### src/hw/rtl/plti_pkg.sv
`timescale 1ns / 1ps
// ----------------------------------------------------------------------------
// plti_pkg
// Shared types, sizes and codes for the piecewise linear table interpolator.
// ----------------------------------------------------------------------------
package plti_pkg;

  localparam int TABLE_DEPTH = 256;
  localparam int IDX_W       = $clog2(TABLE_DEPTH);
  localparam int CNT_W       = $clog2(TABLE_DEPTH + 1);
  localparam int WORD_W      = 32;
  localparam int ENTRY_W     = 3 * WORD_W;
  localparam int FRAC_BITS   = 16;
  localparam int STEP_W      = $clog2(FRAC_BITS);
  localparam int LANES       = 3;
  localparam int LANE_W      = 2;

  // command field
  localparam logic [1:0] CMD_APPEND    = 2'd1;
  localparam int         CMD_CLEAR_BIT = 1;

  // status codes
  localparam logic [2:0] ST_INTERP  = 3'd0;
  localparam logic [2:0] ST_LOW     = 3'd1;
  localparam logic [2:0] ST_HIGH    = 3'd2;
  localparam logic [2:0] ST_EMPTY   = 3'd3;
  localparam logic [2:0] ST_LOADED  = 3'd4;
  localparam logic [2:0] ST_FULL    = 3'd5;
  localparam logic [2:0] ST_CLEARED = 3'd6;
  localparam logic [2:0] ST_ORDER   = 3'd7;

  typedef struct packed {
    logic [1:0]               command;
    logic signed [WORD_W-1:0] position;
    logic signed [WORD_W-1:0] value_a;
    logic signed [WORD_W-1:0] value_b;
  } req_t;

  typedef struct packed {
    logic [2:0]               status;
    logic signed [WORD_W-1:0] key_out;
    logic signed [WORD_W-1:0] result_a;
    logic signed [WORD_W-1:0] result_b;
  } rsp_t;

  typedef enum logic [2:0] {
    ADDR_MID,
    ADDR_LAST,
    ADDR_FIRST,
    ADDR_BELOW,
    ADDR_LO
  } addr_sel_t;

  // controller -> datapath
  typedef struct packed {
    logic              load_in;
    logic              clear;
    logic              append_write;
    logic              search_init;
    logic              search_step;
    addr_sel_t         addr_sel;
    logic              set_res;
    logic              load_entry;
    logic [2:0]        res_code;
    logic              latch_lower;
    logic              div_init;
    logic              div_step;
    logic              mul_step;
    logic              add_step;
    logic [LANE_W-1:0] lane;
    logic              out_load;
  } ctrl_cmd_t;

  // datapath -> controller
  typedef struct packed {
    logic cmd_clear;
    logic cmd_append;
    logic full;
    logic order_bad;
    logic count_zero;
    logic search_live;
    logic lo_past_end;
    logic lo_zero;
  } dp_sts_t;

endpackage

### src/hw/rtl/plti_ctrl.sv
`timescale 1ns / 1ps
// ----------------------------------------------------------------------------
// plti_ctrl
// Sequencer: decode, binary search, bracket fetch, divide, interpolate, issue.
// ----------------------------------------------------------------------------
module plti_ctrl (
  input  logic                clk,
  input  logic                rst,
  input  logic                req_valid,
  output logic                req_ready,
  output logic                rsp_valid,
  input  logic                rsp_ready,
  input  plti_pkg::dp_sts_t   sts,
  output plti_pkg::ctrl_cmd_t cmd
);

  typedef enum logic [3:0] {
    S_IDLE,
    S_DECODE,
    S_SRCH_ADDR,
    S_SRCH_CMP,
    S_EDGE,
    S_RD_LOWER,
    S_RD_UPPER,
    S_DIV,
    S_MUL,
    S_ADD,
    S_FINISH
  } state_t;

  state_t                        state, state_next;
  logic                          clamp_high, clamp_high_next;
  logic [plti_pkg::STEP_W-1:0]   step, step_next;
  logic [plti_pkg::LANE_W-1:0]   lane, lane_next;
  logic                          out_valid, out_valid_next;

  assign req_ready = (state == S_IDLE);
  assign rsp_valid = out_valid;

  always_comb begin
    cmd             = '0;
    cmd.addr_sel    = plti_pkg::ADDR_MID;
    cmd.lane        = lane;
    state_next      = state;
    clamp_high_next = clamp_high;
    step_next       = step;
    lane_next       = lane;
    case (state)
      S_IDLE: begin
        cmd.load_in = req_valid;
        if (req_valid) begin
          state_next = S_DECODE;
        end
      end
      S_DECODE: begin
        state_next = S_FINISH;
        if (sts.cmd_clear) begin
          cmd.clear    = 1'b1;
          cmd.set_res  = 1'b1;
          cmd.res_code = plti_pkg::ST_CLEARED;
        end else if (sts.cmd_append) begin
          cmd.set_res = 1'b1;
          if (sts.full) begin
            cmd.res_code = plti_pkg::ST_FULL;
          end else if (sts.order_bad) begin
            cmd.res_code = plti_pkg::ST_ORDER;
          end else begin
            cmd.append_write = 1'b1;
            cmd.res_code     = plti_pkg::ST_LOADED;
          end
        end else if (sts.count_zero) begin
          cmd.set_res  = 1'b1;
          cmd.res_code = plti_pkg::ST_EMPTY;
        end else begin
          cmd.search_init = 1'b1;
          state_next      = S_SRCH_ADDR;
        end
      end
      S_SRCH_ADDR: begin
        if (sts.search_live) begin
          cmd.addr_sel = plti_pkg::ADDR_MID;
          state_next   = S_SRCH_CMP;
        end else if (sts.lo_past_end) begin
          cmd.addr_sel    = plti_pkg::ADDR_LAST;
          clamp_high_next = 1'b1;
          state_next      = S_EDGE;
        end else if (sts.lo_zero) begin
          cmd.addr_sel    = plti_pkg::ADDR_FIRST;
          clamp_high_next = 1'b0;
          state_next      = S_EDGE;
        end else begin
          cmd.addr_sel = plti_pkg::ADDR_BELOW;
          state_next   = S_RD_LOWER;
        end
      end
      S_SRCH_CMP: begin
        cmd.search_step = 1'b1;
        state_next      = S_SRCH_ADDR;
      end
      S_EDGE: begin
        cmd.load_entry = 1'b1;
        cmd.res_code   = clamp_high ? plti_pkg::ST_HIGH : plti_pkg::ST_LOW;
        state_next     = S_FINISH;
      end
      S_RD_LOWER: begin
        cmd.latch_lower = 1'b1;
        cmd.addr_sel    = plti_pkg::ADDR_LO;
        state_next      = S_RD_UPPER;
      end
      S_RD_UPPER: begin
        cmd.div_init = 1'b1;
        cmd.set_res  = 1'b1;
        cmd.res_code = plti_pkg::ST_INTERP;
        step_next    = '0;
        state_next   = S_DIV;
      end
      S_DIV: begin
        cmd.div_step = 1'b1;
        if (step == plti_pkg::STEP_W'(plti_pkg::FRAC_BITS - 1)) begin
          lane_next  = '0;
          state_next = S_MUL;
        end else begin
          step_next = step + plti_pkg::STEP_W'(1);
        end
      end
      S_MUL: begin
        cmd.mul_step = 1'b1;
        state_next   = S_ADD;
      end
      S_ADD: begin
        cmd.add_step = 1'b1;
        if (lane == plti_pkg::LANE_W'(plti_pkg::LANES - 1)) begin
          state_next = S_FINISH;
        end else begin
          lane_next  = lane + plti_pkg::LANE_W'(1);
          state_next = S_MUL;
        end
      end
      S_FINISH: begin
        // wait for the output register to free up
        if (!out_valid || rsp_ready) begin
          cmd.out_load = 1'b1;
          state_next   = S_IDLE;
        end
      end
      default: begin
        state_next = S_IDLE;
      end
    endcase
    out_valid_next = cmd.out_load | (out_valid & ~rsp_ready);
  end

  always_ff @(posedge clk) begin
    if (rst) begin
      state      <= S_IDLE;
      clamp_high <= 1'b0;
      step       <= '0;
      lane       <= '0;
      out_valid  <= 1'b0;
    end else begin
      state      <= state_next;
      clamp_high <= clamp_high_next;
      step       <= step_next;
      lane       <= lane_next;
      out_valid  <= out_valid_next;
    end
  end

endmodule

### config.mk
export PLATFORM = sky130hd
export DESIGN_NAME = plti_ctrl
export DESIGN_NICKNAME = d
export VERILOG_FILES = /design/src/hw/rtl/plti_pkg.sv /design/src/hw/rtl/plti_ctrl.sv
export SDC_FILE = /design/constraint.sdc
export NUM_CORES = 1
export LEC_CHECK = 0
export BUFFER_PORTS_ARGS = -buffer_cell sky130_fd_sc_hd__buf_2
export CORE_MARGIN = 2
export CORE_UTILIZATION = 46
export DETAILED_ROUTE_END_ITERATION = 6
export MAX_ROUTING_LAYER = met4
export PLACE_DENSITY = 0.8
export SLEW_MARGIN = 25
export SYNTH_ARGS = -nofsm -noshare
export SYNTH_HDL_FRONTEND = slang
export SYNTH_SLANG_ARGS = --single-unit
### constraint.sdc
create_clock -name clk -period 1.5 [get_ports clk]
set_input_delay 0.3 -clock clk [delete_from_list [all_inputs] [get_ports clk]]
set_output_delay 0.3 -clock clk [all_outputs]
set_load 0.005 [all_outputs]
# Word-level counts from Yosys, hierarchy flattened
# Cells that the tools add are included.
# word_totals
regBits,12
input_bits,12
output_inout_bits,23
elab_cells,89
# op_classes
n_addsub,2
n_eq_ne,17
mux,51
bitwise,4
reduce_logical,10
# ops
cell,n
one-hot mux 4 bit (11 select lines),1
two-way mux 4 bit,9
two-way mux 1 bit,23
two-way mux 2 bit,10
equality test 4 x 3 -> 1 bit (second input constant),4
equality test 4 bit (second input constant),4
one-hot mux 3 bit (2 select lines),2
inequality test 2 bit (second input constant),5
two-way mux 3 bit,3
AND reduction 3 bit,3
equality test 4 x 2 -> 1 bit (second input constant),2
one-hot mux 4 bit (2 select lines),1
nonzero test 2 bit,3
adder 4 x 1 -> 4 bit (second input constant),1
equality test 4 x 1 -> 1 bit (second input constant),1
logical NOT 4 bit,1
one-hot mux 2 bit (2 select lines),1
adder 2 x 1 -> 2 bit (second input constant),1
equality test 2 bit (second input constant),1
NOT 1 bit,2
one-hot mux 1 bit (2 select lines),1
AND reduction 2 bit,1
bitwise AND 1 bit,1
logical NOT 1 bit,1
2 further kinds,2

# Logic depth before layout (Yosys ltp)
# logic_depth
depth_word,5
ltp_mapped,5
depth_no_buf,5

# Worst setup path before layout
# Ideal clock, no wire load.
# synth_timing
path_type,reg2out
startpoint,register state[0]
endpoint,output cmd[8] (netlist name)
arrival_time_ns,1.190
t_required_ns,1.200
setup_slack_ns,0.010
path_stages_with_launch,4
n_path_buf,1
cell_sequence,dfxtp_1 clkbuf_1 nand3_1 o32ai_1
# synth_rtl
element,line,source
from (decl),plti_ctrl.sv:31,"state_t state, state_next;"
from (signal assigned),plti_ctrl.sv:161,state <= state_next;
to (decl),plti_ctrl.sv:14,output plti_pkg::ctrl_cmd_t cmd

==> summary.md <==
| Metric | Value |
|---|---|
| Combinational fraction of design power | 65.5% |
| Final period util | 116% |
| Largest net degree at the start of global routing | 14 |
| Hold Crit Endpoint | rsp_valid |
| Net Sw Frac | 42.0% |
| Cells after Synth | 119 |
| Fill cells | 98 |
| Worst reg2reg startpoint | state[2] |
| Finish-stage setup viols | 28 |
| Critical path data arrival time | 1430 ps |
| Full die area | 0.00219 mm² |
| Worst Path Max Fanout | 8 |
| Synthesized Nets | 133 |
| Hold Buf Count CTS | 0 |
| Hold Crit Class | primary input to flop |
| Die height | 46.8 µm |
| R2R depth | 7 |
| Avg Vias per Cell | 5.91 |
| PD cells | 1330 mW/mm² |
| Largest area contributor in the netlist | dfxtp_1 |
| Htree depth | 1 |
| Part of the power in registers | 24.0% |
| Status | finished with violations |
| GR Overflow Total | 0 |
| Clk sinks | 12 |
| Min-Delay Path Depth | 3 |
| DRC viols | 0 |
| Final Slew Violations | 0 |
| Cts bufs inserted | 3 |
| I/O pin count | 35 |
| Critical Path Start Type | flop |
| Reg2reg setup slack | -160 ps |
| Die Wd | 46.8 µm |
| Post-synthesis sequential area ratio | 28.6% |
| HPWL Detailed | 1880 µm |
| Row cnt | 15 |
| Worst slack, placed | -32.3 ps |
| WS Path Type | flop to output pin |
| Vias | 1,229 |
| Final hold slack | 321 ps |
| DRT Pass-1 Iters | 6 |
| Synth Cell Area | 841 µm² |
| RSZ-0062 raised after global routing | true |
| Clk pwr share | 10.6% |
| Post-synth EDFFs | 0 |
| Final nets | 199 |
| Flops & latches, synth | 12 |
| Slew HR | 68.8% |
| Synth warn | 0 |
| Unique masters post-synth | 38 |
| Synth top area share | 28.6% |
| DRT iter0 DRCs | 42 |
| Input/output buffers | 34 |
| Root Buffer | clkbuf_4 |
| CTS clock-pin slew for the worst setup and hold paths | 80 ps |
| Share of cells above drive strength 1 | 54.6% |
| Final Hold Fails | 0 |
| Clk_lat worst skew | 290 ps |
| Layout area overhead | 78.7% |
| Clock Path Buffers | 2 |
| Overall power | 1.99 mW |
| Switching Power | 837 µW |
| Required @ worst endpoint | 1200 ps |
| Gpl congestion | 0.855 |
| Area of the core | 0.00173 mm² |
| FMAX | 577 MHz |
| Crit end category | output pin |
| Total Wirelength | 3550 µm |
| Most used DFF post-synth | dfxtp_1 |
| Max Clock Skew | 10.2 ps |
| Largest cells by area after synthesis | dfxtp_1 29%, nor2_1 6.3%, a21oi_1 4.8% |
| Final setup TNS | -3090 ps |
| Ant diodes | 0 |
| Initial core utilization | 48.7% |
| Total leakage power | 0.677 nW |
| Antenna violations before repair | 0 |
| Async SR Flop Fraction | 0% |
| All-Layer GR Usage | 29.6% |
| Post-DRT Antenna Nets | 0 |
| Final Worst Setup Slack | -234 ps |
| Hold Startpoint | rsp_ready |
| Vias in the first global route | 1,059 |
| Max-capacitance violation count | 0 |
| Global-route wire length before repair | 4390 µm |
| Worst-margin pin slew | 463 ps |
| Synth Area per Inst | 7.07 µm² |
| CTS tree | yes |
| Int Power | 1.16 mW |
| Min Clock Period, post-route | 1730 ps |
| Reg-to-reg endpoint | step[2] |
| Failing checks | setup timing |
| Wirelength per Cell | 17.1 µm |
| Peak supply drop | 1.13 mV |
| Final core utilization | 87.0% |
## Yosys cell counts (2+ instances only)
| master | n |
|---|---|
| or4_1 | 2 |
| nor2b_1 | 3 |
| o22ai_1 | 2 |
| inv_2 | 2 |
| o21ai_0 | 6 |
| nand2b_1 | 5 |
| o32ai_1 | 2 |
| a211oi_1 | 3 |
| nor3_1 | 7 |
| buf_2 | 2 |
| a21oi_1 | 8 |
| a31oi_1 | 2 |
| nand2_1 | 8 |
| clkbuf_1 | 3 |
| nand3_1 | 6 |
| inv_1 | 9 |
| dfxtp_1 | 12 |
| ha_1 | 2 |
| nor2_1 | 14 |
| or3_1 | 3 |
## repair_timing
item / CTS / global route
endpoints found under the setup margin: 25 / 27
setup buffers: 6 / 4
resized for setup: 23 / 25
pin swaps: 3 / 10
cloned: 0 / 1
## sequential cells by signal (all words and copies together), names as in the netlist
signal      flops
clamp_high      1
step            4
rsp_valid       1
lane            2
state           4
## per-stage QoR
step	std cells	area, µm²
after floorplan	119	841
after global placement	195	1200
after detailed placement	195	1200
after CTS	204	1360
after global routing	208	1500
final	208	1500
## cells in the final DEF (no fill, tap or decap), drive strengths merged, types with 4 or more instances in the layout
cell and instances:
a211oi 4, a21oi 9, buf 66, clkbuf 4, dfxtp 12, inv 11, nand2 8, nand2b 5
nand3 6, nor2 14, nor3 7, o21ai 7
## metal layers
layer	part of all wire [%]	GRT usage, %
met2	52	49.2
met3	7.2	5.38
met4	3.4	18.3
met1	38	32.5
met5	0	-
## layout make-up
| class | count | area (µm²) | share of cell area, % |
|---|---|---|---|
| multi-input combinational | 90 | 647 | 43.0 |
| timing repair buffer | 67 | 504 | 33.6 |
| sequential | 12 | 254 | 16.9 |
| inverter | 11 | 43.8 | 2.91 |
| tap | 25 | 31.3 | 2.08 |
| clock buffer | 3 | 22.5 | 1.50 |
## cell families (layout without fill, tap and decap cells)
logic type	after synthesis	after routing	share of synthesized area (%)
buf+inv	17	81	8.33
flops	12	12	28.6
fa+ha+maj	2	2	2.98
simple gates	55	55	33.8
compound gates	33	33	26.3
## worst max-delay path by stage
| stage | depth (start not counted) | slack [ps] | to | startpoint |
|---|---|---|---|---|
| floorplan | 3 | 10 | cmd[8] | state[0] |
| global placement | 6 | -5 | cmd[8] | state[2] |
| detailed placement | 6 | -30 | cmd[8] | state[2] |
| CTS | 4 | -210 | cmd[13] | state[3] |
| global route | 4 | -290 | cmd[13] | state[3] |
| finish | 3 | -230 | cmd[13] | state[0] |
## critical path, stage by stage (launching register included)
cell and delay (ps):
dfxtp_4 390, or4_4 540, a21oi_2 110, buf_2 110
## power groups by stage
stage | registers [mW] | clock network (mW) | logic, mW
after floorplan | 0.413 | 0 | 0.459
after global placement | 0.433 | 0 | 0.904
after detailed placement | 0.438 | 0 | 0.925
after CTS | 0.458 | 0.207 | 1.08
after global routing | 0.482 | 0.229 | 1.38
final | 0.478 | 0.210 | 1.31
No activity file was read; power rests on OpenSTA's default activity.
